[src/design/mmtd_pkg.sv]
// Package for the meow-coded Morse text decoder.
// Holds character constants, word-kind codes and the Morse lookup table.
// No dependencies.
package mmtd_pkg;

  localparam logic [7:0] ChSpace = 8'h20;
  localparam logic [7:0] ChSlash = 8'h2f;
  localparam logic [7:0] ChM     = 8'h6d;
  localparam logic [7:0] ChE     = 8'h65;
  localparam logic [7:0] ChO     = 8'h6f;
  localparam logic [7:0] ChW     = 8'h77;
  localparam logic [7:0] ChR     = 8'h72;
  localparam logic [7:0] ChA     = 8'h61;

  // word in progress
  localparam logic [1:0] KindNone = 2'd0;
  localparam logic [1:0] KindMeow = 2'd1;
  localparam logic [1:0] KindRawr = 2'd2;

  localparam int unsigned MaxSymbols = 5;

  // Expected character at position pos of the word of the given kind.
  function automatic logic [7:0] expected_char(input logic [1:0] kind, input logic [1:0] pos);
    logic [7:0] ch;
    ch = 8'h00;
    if (kind == KindMeow) begin
      case (pos)
        2'd0:    ch = ChM;
        2'd1:    ch = ChE;
        2'd2:    ch = ChO;
        default: ch = ChW;
      endcase
    end else begin
      case (pos)
        2'd0:    ch = ChR;
        2'd1:    ch = ChA;
        2'd2:    ch = ChW;
        default: ch = ChR;
      endcase
    end
    return ch;
  endfunction

  // Index is a leading one above the symbols (dash = 1, first symbol highest).
  // Zero means no character.
  function automatic logic [7:0] code_lookup(input logic [5:0] idx);
    logic [7:0] ch;
    case (idx)
      6'd2:    ch = "e";
      6'd3:    ch = "t";
      6'd4:    ch = "i";
      6'd5:    ch = "a";
      6'd6:    ch = "n";
      6'd7:    ch = "m";
      6'd8:    ch = "s";
      6'd9:    ch = "u";
      6'd10:   ch = "r";
      6'd11:   ch = "w";
      6'd12:   ch = "d";
      6'd13:   ch = "k";
      6'd14:   ch = "g";
      6'd15:   ch = "o";
      6'd16:   ch = "h";
      6'd17:   ch = "v";
      6'd18:   ch = "f";
      6'd20:   ch = "l";
      6'd22:   ch = "p";
      6'd23:   ch = "j";
      6'd24:   ch = "b";
      6'd25:   ch = "x";
      6'd26:   ch = "c";
      6'd27:   ch = "y";
      6'd28:   ch = "z";
      6'd29:   ch = "q";
      6'd32:   ch = "5";
      6'd33:   ch = "4";
      6'd35:   ch = "3";
      6'd39:   ch = "2";
      6'd47:   ch = "1";
      6'd48:   ch = "6";
      6'd56:   ch = "7";
      6'd60:   ch = "8";
      6'd62:   ch = "9";
      6'd63:   ch = "0";
      default: ch = 8'h00;
    endcase
    return ch;
  endfunction

endpackage

[src/design/meow_morse_text_decoder.sv]
// Meow-coded Morse text decoder, top level.
// Uses mmtd_pkg for constants and the Morse table.
//
// Usage:
//   Input stream s_axis: one text byte per word in tdata[7:0]; tlast marks the
//   final byte of a message and closes any open token. Spaces split tokens;
//   "meow" is a dot and "rawr" a dash; 1 to 5 of them decode to a letter or
//   digit if the table has the code, "/" to a space, "//" to a slash.
//   Anything else is dropped. Output stream m_axis: one decoded ASCII
//   character per word in tdata[7:0]. A byte yields zero or one output word.
//   An accepted byte sits in the input register and is decoded into the
//   output register once that register is empty or its word is taken.
//   Throughput: one byte per cycle while m_axis_tready_i is high; the decode
//   is a single pass of small logic between the input and output registers.
//   Stall: when the receiver holds tready low with a result pending, the
//   input register still takes one more byte if it is empty; after that
//   s_axis_tready_o drops until the output word is taken.
//   Reset: rst_ni (async, active low) empties both registers and clears the
//   token state; the first byte after reset starts a new token.
module meow_morse_text_decoder
  import mmtd_pkg::*;
(
  input  logic       clk_i,
  input  logic       rst_ni,
  input  logic       s_axis_tvalid_i,
  output logic       s_axis_tready_o,
  input  logic [7:0] s_axis_tdata_i,   // [7:0] text_byte
  input  logic       s_axis_tlast_i,   // last_byte
  output logic       m_axis_tvalid_o,
  input  logic       m_axis_tready_i,
  output logic [7:0] m_axis_tdata_o    // [7:0] decoded_char
);

  // input register
  logic       in_valid_q, in_valid_d;
  logic [7:0] in_byte_q;
  logic       in_last_q;

  // output register
  logic       out_valid_q, out_valid_d;
  logic [7:0] out_data_q;

  // token state
  logic [1:0] kind_q, kind_d;
  logic [1:0] pos_q, pos_d;
  logic [4:0] bits_q, bits_d;
  logic [2:0] count_q, count_d;
  logic [1:0] slash_q, slash_d;
  logic       bad_q, bad_d;
  logic       started_q, started_d;

  logic       advance, process, is_space, closing, ch_ok;
  logic [5:0] table_idx;
  logic [7:0] ch;

  assign advance         = !out_valid_q || m_axis_tready_i;
  assign process         = in_valid_q && advance;
  assign s_axis_tready_o = !in_valid_q || advance;
  assign is_space        = (in_byte_q == ChSpace);
  assign closing         = is_space || in_last_q;

  always_comb begin
    kind_d    = kind_q;
    pos_d     = pos_q;
    bits_d    = bits_q;
    count_d   = count_q;
    slash_d   = slash_q;
    bad_d     = bad_q;
    started_d = started_q;
    ch        = 8'h00;
    table_idx = 6'd0;

    if (!is_space) begin
      started_d = 1'b1;
      if (kind_q != KindNone) begin
        if (in_byte_q == expected_char(kind_q, pos_q)) begin
          pos_d = pos_q + 2'd1;
          if (pos_q == 2'd3) begin
            if (count_q >= 3'(MaxSymbols)) begin
              bad_d = 1'b1;
            end else begin
              bits_d  = {bits_q[3:0], (kind_q == KindRawr)};
              count_d = count_q + 3'd1;
            end
            kind_d = KindNone;
            pos_d  = 2'd0;
          end
        end else begin
          bad_d  = 1'b1;
          kind_d = KindNone;
          pos_d  = 2'd0;
        end
      end else if (in_byte_q == ChM || in_byte_q == ChR) begin
        if (slash_q != 2'd0) begin
          bad_d = 1'b1;
        end
        kind_d = (in_byte_q == ChM) ? KindMeow : KindRawr;
        pos_d  = 2'd1;
      end else if (in_byte_q == ChSlash) begin
        if (count_q != 3'd0) begin
          bad_d = 1'b1;
        end
        if (slash_q != 2'd3) begin
          slash_d = slash_q + 2'd1;
        end
      end else begin
        bad_d = 1'b1;
      end
    end

    if (closing) begin
      table_idx = (6'd1 << count_d) | {1'b0, bits_d};
      if (started_d && !bad_d && kind_d == KindNone) begin
        if (slash_d == 2'd1) begin
          ch = ChSpace;
        end else if (slash_d == 2'd2) begin
          ch = ChSlash;
        end else if (slash_d == 2'd0 && count_d != 3'd0 && count_d <= 3'(MaxSymbols)) begin
          ch = code_lookup(table_idx);
        end
      end
      kind_d    = KindNone;
      pos_d     = 2'd0;
      bits_d    = 5'd0;
      count_d   = 3'd0;
      slash_d   = 2'd0;
      bad_d     = 1'b0;
      started_d = 1'b0;
    end
  end

  assign ch_ok = (ch != 8'h00);

  always_comb begin
    in_valid_d = in_valid_q;
    if (s_axis_tready_o) begin
      in_valid_d = s_axis_tvalid_i;
    end
    out_valid_d = out_valid_q;
    if (advance) begin
      out_valid_d = process && ch_ok;
    end
  end

  always_ff @(posedge clk_i or negedge rst_ni) begin
    if (!rst_ni) begin
      in_valid_q  <= 1'b0;
      out_valid_q <= 1'b0;
      kind_q      <= KindNone;
      pos_q       <= 2'd0;
      bits_q      <= 5'd0;
      count_q     <= 3'd0;
      slash_q     <= 2'd0;
      bad_q       <= 1'b0;
      started_q   <= 1'b0;
    end else begin
      in_valid_q  <= in_valid_d;
      out_valid_q <= out_valid_d;
      if (process) begin
        kind_q    <= kind_d;
        pos_q     <= pos_d;
        bits_q    <= bits_d;
        count_q   <= count_d;
        slash_q   <= slash_d;
        bad_q     <= bad_d;
        started_q <= started_d;
      end
    end
  end

  // payload registers
  always_ff @(posedge clk_i) begin
    if (s_axis_tready_o && s_axis_tvalid_i) begin
      in_byte_q <= s_axis_tdata_i;
      in_last_q <= s_axis_tlast_i;
    end
    if (process && ch_ok) begin
      out_data_q <= ch;
    end
  end

  assign m_axis_tvalid_o = out_valid_q;
  assign m_axis_tdata_o  = out_data_q;

endmodule
[config.mk]
export PLATFORM = sky130hd
export DESIGN_NAME = meow_morse_text_decoder
export DESIGN_NICKNAME = d
export VERILOG_FILES = /design/src/design/mmtd_pkg.sv /design/src/design/meow_morse_text_decoder.sv
export SDC_FILE = /design/constraint.sdc
export NUM_CORES = 1
export LEC_CHECK = 0
export ABC_AREA = 0
export BUFFER_PORTS_ARGS = -buffer_cell sky130_fd_sc_hd__buf_2
export CORE_ASPECT_RATIO = 2
export CORE_MARGIN = 1.5
export CORE_UTILIZATION = 65
export CTS_CLUSTER_DIAMETER = 200
export DETAILED_ROUTE_END_ITERATION = 8
export GPL_ROUTABILITY_DRIVEN = 0
export PLACE_DENSITY_LB_ADDON = 0.3
export SLEW_MARGIN = 0
export SYNTH_ARGS = -nofsm -noshare
export SYNTH_HDL_FRONTEND = slang
export SYNTH_SLANG_ARGS = --single-unit
[constraint.sdc]
create_clock -name clk_i -period 10.3 [get_ports clk_i]
set_clock_uncertainty 0.15 [all_clocks]
set_input_delay 1.545 -clock clk_i [delete_from_list [all_inputs] [get_ports clk_i]]
set_output_delay 1.545 -clock clk_i [all_outputs]
set_load 0.1 [all_outputs]
======== Word level (Yosys, flattened, before mapping) ========
Memory sizes are Yosys's and may differ from the RTL's.
Index checks and enable logic that the tools add are counted.
word-level totals
  logic and storage cells ................. 111
  memories kept ........................... 1
  output and inout port bits .............. 10
  register bits after elaboration ......... 35
  bits of input ports ..................... 13
  memory bits (read-only) ................. 448
cells by class
  multiplexer cells ....................... 53
  order comparisons ....................... 2
  bitwise operators ....................... 1
  equal/unequal tests ..................... 14
  shift-type cells ........................ 1
  reductions and logical operators ........ 24
  $add $sub $neg .......................... 3
memories
  name             depth  width  read ports  clocked after memory_dff  write ports  line            RTL
  (no name shown)  64     7      1           0                         0            mmtd_pkg.sv:48  case (idx)
operator list
  cell                                                                   count
  8-bit 2-to-1 mux                                                       8
  2-bit 2-to-1 mux                                                       19
  5-bit 2-to-1 mux                                                       6
  3-bit 2-to-1 mux                                                       6
  8-bit by 6-bit equality test with 1-bit output, second input constant  2
  8-bit by 7-bit equality test with 1-bit output, second input constant  2
  5-bit case mux with 3 select lines                                     1
  1-bit 2-to-1 mux                                                       12
  5-bit case mux with 2 select lines                                     1
  3-bit nonzero test                                                     3
  2-bit equality test, second input constant                             4
  8-bit equality test                                                    1
  8-bit nonzero test                                                     1
  1-bit logical AND                                                      7
  2-bit by 1-bit equality test with 1-bit output, second input constant  3
  2-bit logical NOT                                                      3
  6-bit by 5-bit OR with 6-bit output                                    1
  1-bit by 3-bit left shift with 6-bit output, first input constant      1
  2-bit by 1-bit adder with 2-bit output, second input constant          2
  1-bit logical OR                                                       4
  2-bit nonzero test                                                     2
  3-bit by 1-bit adder with 3-bit output, second input constant          1
  3-bit greater-or-equal comparator, second input constant               1
  3-bit less-or-equal comparator, second input constant                  1
  4 further kinds                                                        6

======== Depth between registers and ports, before layout ========
  depth in word-level cells ............... 19
  depth in mapped cells ................... 19
  gate-level depth less buffers ........... 18

======== Least setup slack after synthesis ========
Ideal clock, no wire load.
  path kind ............................... reg2reg
  start ................................... register pos_q[0]
  end ..................................... register out_data_q[0] (netlist: m_axis_tdata_o[0]), enable pin
  cell stages (with the launch flop) ...... 20
  data arrival time ....................... 4.145 ns
  library setup time ...................... 0.348 ns
  required time ........................... 9.802 ns
  path slack .............................. 5.657 ns
  buffers on the path ..................... 3
  period minus slack after synthesis ...... 4.643 ns
  cell sequence ........................... dfrtp_1 -> ha_1 -> clkbuf_1 -> or2_2 -> a21oi_2 -> o221a_2 -> and4_4 -> buf_6 -> buf_6 -> mux2i_1 -> nand2_1 -> inv_2 -> ha_1 -> inv_1 -> nor3_1 -> o22ai_1 -> o311a_1 -> o211ai_1 -> a32oi_1 -> a41oi_2
between the ends
  longest elaborated chain between the ends .. 19
  elaborated cells between the ends (all ways) .. 44
  classes of those cells .................. order compare (1); eq/ne (4); shift (1); mux (26); bitwise (1); reduce/logical (10); memory (1)
RTL lines
  element                                                                                   line                            RTL
  start: declaration                                                                        meow_morse_text_decoder.sv:45   logic [1:0] pos_q, pos_d;
  start signal: assignment                                                                  meow_morse_text_decoder.sv:161  pos_q <= pos_d;
  2-bit equality test (tied with other cells)                                               mmtd_pkg.sv:27, mmtd_pkg.sv:34
  5-bit case mux with 3 select lines or 5-bit case mux with 2 select lines (tied branches)  mmtd_pkg.sv:27, mmtd_pkg.sv:34
  8-bit 2-to-1 mux                                                                          mmtd_pkg.sv:26                  if (kind == KindMeow) begin
  8-bit 2-to-1 mux                                                                          meow_morse_text_decoder.sv:75   if (kind_q != KindNone) begin
  8-bit 2-to-1 mux                                                                          meow_morse_text_decoder.sv:73   if (!is_space) begin
  8-bit equality test                                                                       meow_morse_text_decoder.sv:76   if (in_byte_q == expected_char(kind_q, pos_q)) begin
  3-bit 2-to-1 mux                                                                          meow_morse_text_decoder.sv:76
  3-bit 2-to-1 mux                                                                          meow_morse_text_decoder.sv:75
  [3 not listed]                                                                            --
  memory read 64 x 7 bit or 1-bit logical AND (tied branches)                               --
  8-bit 2-to-1 mux                                                                          meow_morse_text_decoder.sv:118  end else if (slash_d == 2'd0 && count_d != 3'd0 && count_d <= 3'(MaxSymbols)) begin
  8-bit 2-to-1 mux                                                                          meow_morse_text_decoder.sv:116  end else if (slash_d == 2'd2) begin
  8-bit 2-to-1 mux                                                                          meow_morse_text_decoder.sv:114  if (slash_d == 2'd1) begin
  8-bit 2-to-1 mux *                                                                        meow_morse_text_decoder.sv:113  if (started_d && !bad_d && kind_d == KindNone) begin
  8-bit 2-to-1 mux *                                                                        meow_morse_text_decoder.sv:111  if (closing) begin
  8-bit nonzero test *                                                                      meow_morse_text_decoder.sv:132  assign ch_ok = (ch != 8'h00);
  1-bit logical AND *                                                                       meow_morse_text_decoder.sv:177  if (process && ch_ok) begin
  end signal: assignment                                                                    meow_morse_text_decoder.sv:178  out_data_q <= ch;
  end: declaration                                                                          meow_morse_text_decoder.sv:41   logic [7:0] out_data_q;
Mark *: on every way between the ends. The rest lies on a longest branch, timed or not. The select of a mux whose other input is x is not followed.
A chain may end at the register's enable or synchronous reset.

======== Worst setup path in the final report ========
  start ................................... register pos_q[0]
  end ..................................... register out_data_q[1] (netlist: m_axis_tdata_o[1]), enable pin
Same word-level chain as after synthesis.

==> impl.org <==
** Floorplan
- Die boundary height :: 104 microns
- During I/O placement, the number of pins put on the boundary was 23.
- Full die area :: 0.00561 sq mm
- Placement row count :: 36
- Starting density of the core :: 68.1%
- Die extent in x :: 53.7 microns
- Core area :: 0.00491 sq mm

** Worst setup path
- Capturing element type of the critical path :: flip-flop
- Critical Path Fanout Max :: 13
- The worst setup path is launched from a flip-flop.
- Cell occurring most often along the worst timing path :: ha_1
- Total buffers and inverters traversed by the critical path :: 2
- In this run the critical register-to-register path is launched from pos_q[0]$_DFFE_PN0P_.
- The worst setup path is of the flip-flop to flip-flop kind.
- Worst Path Required :: 10.09 ns
- Slowest cell on the critical path :: a41oi_2
- Delay of the slowest cell on the worst path :: 0.47 ns
- Among cell families on the critical path, the largest total delay comes from compound AO/OA/AOI/OAI gates.
- Launch point of the worst path :: pos_q[0]$_DFFE_PN0P_
- For the worst setup path, the data arrival time is 5.16 ns.
- List of cells traversed by the critical path :: ha_1 > or3_1 > a21oi_1 > o221a_2 > and4_4 > mux2i_1 > nand2_1 > inv_2 > ha_1 > inv_1 > nor3_1 > o22ai_1 > o311a_1 > o211ai_1 > a32oi_1 > a41oi_2

** Cells and area
- For this run, the number of standard cells in the final layout without fillers is 449.
- The number of antenna diodes in the final layout is 0.
- In the layout the commonest cells are nand2_1, nor2_1, a21oi_1.
- Post-layout nets :: 418
- Area growth from synthesis to layout :: 5.02%
- Counting the fill cells in the layout gives 386.
- Of the cells placed in the final design, the portion with a size suffix greater than 1 is 17.1%.
- The library cell used most frequently in the layout, excluding fill and tap cells, is nand2_1.

** STA
- The clock period could shrink to 5.37 ns.
- RSZ-0062 raised after global routing :: false
- Setup violations remaining at the end of the flow were counted as 0.
- Worst Tran Pin Value :: 1.00 ns
- Worst relative slew slack :: 33.2%
- Static timing analysis puts the maximum clock frequency at 186 MHz.
- Adding up every negative setup slack in the final design gives 0 ns.
- Final period utilization :: 52.2%
- The max-slew violation count came to 0.
- The final-report hold violation count is 0.

** Power
- The worst-case IR drop observed on VDD is 109 uV.
- Static leakage :: 1.43 nW
- Cell Pwr Density :: 75.0 mW/mm^2

** Clock network
- Clock latency reported for the late side of the worst-skew pair :: 0.29 ns
- The clock passes through at most 2 buffers.
- The root buffer cell chosen for the clock tree is clkbuf_8.
- Clock tree from TritonCTS :: yes
- Clock-pin slew was measured on the worst setup and hold paths at 0.07 ns.
- After clock tree synthesis, the repair step resized 0 gates.
- Hold repair after CTS inserted 0 buffers.
- Clock Sinks :: 34
- The number of clock buffers added by TritonCTS is 5.
- Once the clock tree was built, the setup fixing pass inserted 0 buffers.
- Clock H-tree levels :: 2

** Worst hold path
- Hold wc startpoint :: started_q$_DFFE_PN0P_
- The tightest min-delay check is of the flip-flop to flip-flop type.

** Logic synthesis
- After synthesis, the netlist uses 85 different library cells.
- Ranking of synthesized cells by area :: edfxtp_1, dfrtp_1, ha_1, nand2_1, a21oi_1
- Summing the areas of all xor and xnor instances in the mapped netlist gives 0.786% of the synthesized area.
- Number of storage elements in the synthesis netlist :: 34
- Synthesized netlist cell count :: 379
- Yosys warning total :: 0
- Multiplexer cells account for 7.15% of the synthesized area.
- In the synthesized netlist the dominant register cell turns out to be dfrtp_1.
- edfxtp_1 takes more of the synthesized area than any other cell.
- Synth Net Count :: 406
- Each instance of the synthesized netlist takes up on average 8.82 sq um.
- For this run, asynchronously set or reset flops after synthesis account for 52.9%.
- Largest family of logic cells by synthesized area :: compound AO/OA/AOI/OAI gates
- Area share of the leading cell type in the synthesized netlist :: 14.4%
- Counting flops with a built-in enable in the synthesized netlist gives 16.
- Share of synthesized cell area in full adder, half adder and majority cells :: 5.24%
- Cell area after technology mapping :: 0.00334 sq mm
- Compound-gate portion of the synthesized area :: 30.0%
- Sequential cell area fraction in the yosys report :: 27.8%
- Post-synthesis simple-gate area fraction :: 23.9%

** Drt
- Before antenna repair, the detailed router went through 5 iterations.
- Iteration-0 DRC count of the detailed router :: 187
- Using the TritonRoute via totals, the vias-per-cell ratio works out to 7.38.
- Detailed-route via count :: 3315
- In the final routed layout, each cell accounts on average for 21.7 microns.
- Sum of routed wire length over all layers :: 9750 microns
- The count of nets left with antenna violations once routing finished came out at 0.
- In the routed design, unresolved DRC markers number 0.

** Global routing
- Entering global routing, the biggest net connects 19 pins.
- The number of global-route vias before repair is 3266.
- The first global-routing pass estimated 16000 microns of wire.
- Remaining global-route overflow :: 0
- Aggregate global-route resource usage :: 38.3%
- The number of antenna violations at the first check in global routing came to 0.

** Job
- Max-capacitance violation count :: 0

** Status
- The flow ran to the end, and the final reports show no timing, DRC or antenna violations.

** Place
- Post-DP HPWL :: 7410 microns
- DP Cell Count :: 441
- In this run the tool buffered the top-level ports with 21 buffer cells.
## path summary, 6_finish.rpt
kind                                                to  slack, ns  cells past startpoint
max in group asynchronous        bits_q[0]$_DFFE_PN0P_       8.64                      1
min in group asynchronous            bad_q$_DFFE_PN0P_       1.04                      1
setup reg to reg           m_axis_tdata_o[1]$_DFFE_PP_       4.93                     16
setup / recovery           m_axis_tdata_o[1]$_DFFE_PP_       4.93                     16
hold reg to reg                  started_q$_DFFE_PN0P_       0.35                      2
hold / removal                   started_q$_DFFE_PN0P_       0.35                      2
## tightest hold or removal path, cell delays in order (launching register included)
cell     delay [ns]
dfrtp_1        0.36
nand2_1        0.06
nand2_1        0.06
## sequential cells by signal, summed over array words and instances (netlist names)
name             count
slash_q              2
started_q            1
in_last_q            1
count_q              3
m_axis_tdata_o       7
in_byte_q            8
in_valid_q           1
kind_q               2
bits_q               5
pos_q                2
m_axis_tvalid_o      1
bad_q                1
## cell families after synthesis
logic type | after synthesis
and+or+nand+nor | 148
xor gates and xnor gates | 3
buffers and inverters | 34
AOI/OAI and AO/OA | 126
adders and majority gates | 14
DFF | 34
muxes | 19
other | 1
## power breakdown
group	switching [W]	total, W	internal, W
Clock	0.0000496	0.0000961	0.0000465
Combinational	0.0000119	0.0000180	0.00000608
Sequential	0.00000404	0.000149	0.000145
## synthesized netlist by cell type, drive strengths merged (4+ instances only)
| cell type | instances |
|---|---|
| clkbuf | 7 |
| mux2i | 12 |
| buf | 11 |
| a21oi | 24 |
| or3 | 4 |
| ha | 14 |
| a32oi | 4 |
| o211ai | 6 |
| and4 | 4 |
| a31oi | 7 |
| and2 | 4 |
| mux2 | 7 |
| o21ai | 21 |
| nor4 | 4 |
| inv | 16 |
| o221a | 4 |
| a21o | 5 |
| nor2 | 28 |
| nand3 | 12 |
| a21boi | 4 |
| nor3 | 12 |
| nor2b | 8 |
| dfrtp | 18 |
| edfxtp | 16 |
| nand4 | 6 |
| nand2 | 38 |
| o22ai | 9 |
| o31ai | 9 |
| nand2b | 10 |
## per-stage QoR
step	worst slack [ns]	cell area [sq um]	total power (W)	hold slack [ns]	util (%)
after floorplan	5.66	3340	0.000163	0.297	-
after global placement	5.27	3430	0.000169	0.327	69.9
after detailed placement	5.05	3430	0.000170	0.323	69.9
after CTS	5.02	3510	0.000263	0.344	71.5
after global routing	4.47	3510	0.000270	0.369	71.5
final	4.93	3510	0.000263	0.349	71.5
## per-layer routing
metal  track usage (%)  wire length (microns)  up-vias
met1              37.1                   3080     1530
li1                  -                      -     1479
met3              10.5                    697       85
met4              31.0                    886        0
met2              62.7                   5090      221
met5                 0                      0        -
## layout make-up
cell class | count | area, sq um | area share, %
multi-input cells | 311 | 2250 | 64.0
flip-flops and latches | 34 | 931 | 26.5
repair buffers | 23 | 120 | 3.42
clock buffers | 6 | 72.6 | 2.07
well taps | 57 | 71.3 | 2.03
inverters | 16 | 60.1 | 1.71
clock inverters | 2 | 8.76 | 0.249
Note: power is estimated with default switching activity, not from simulation.
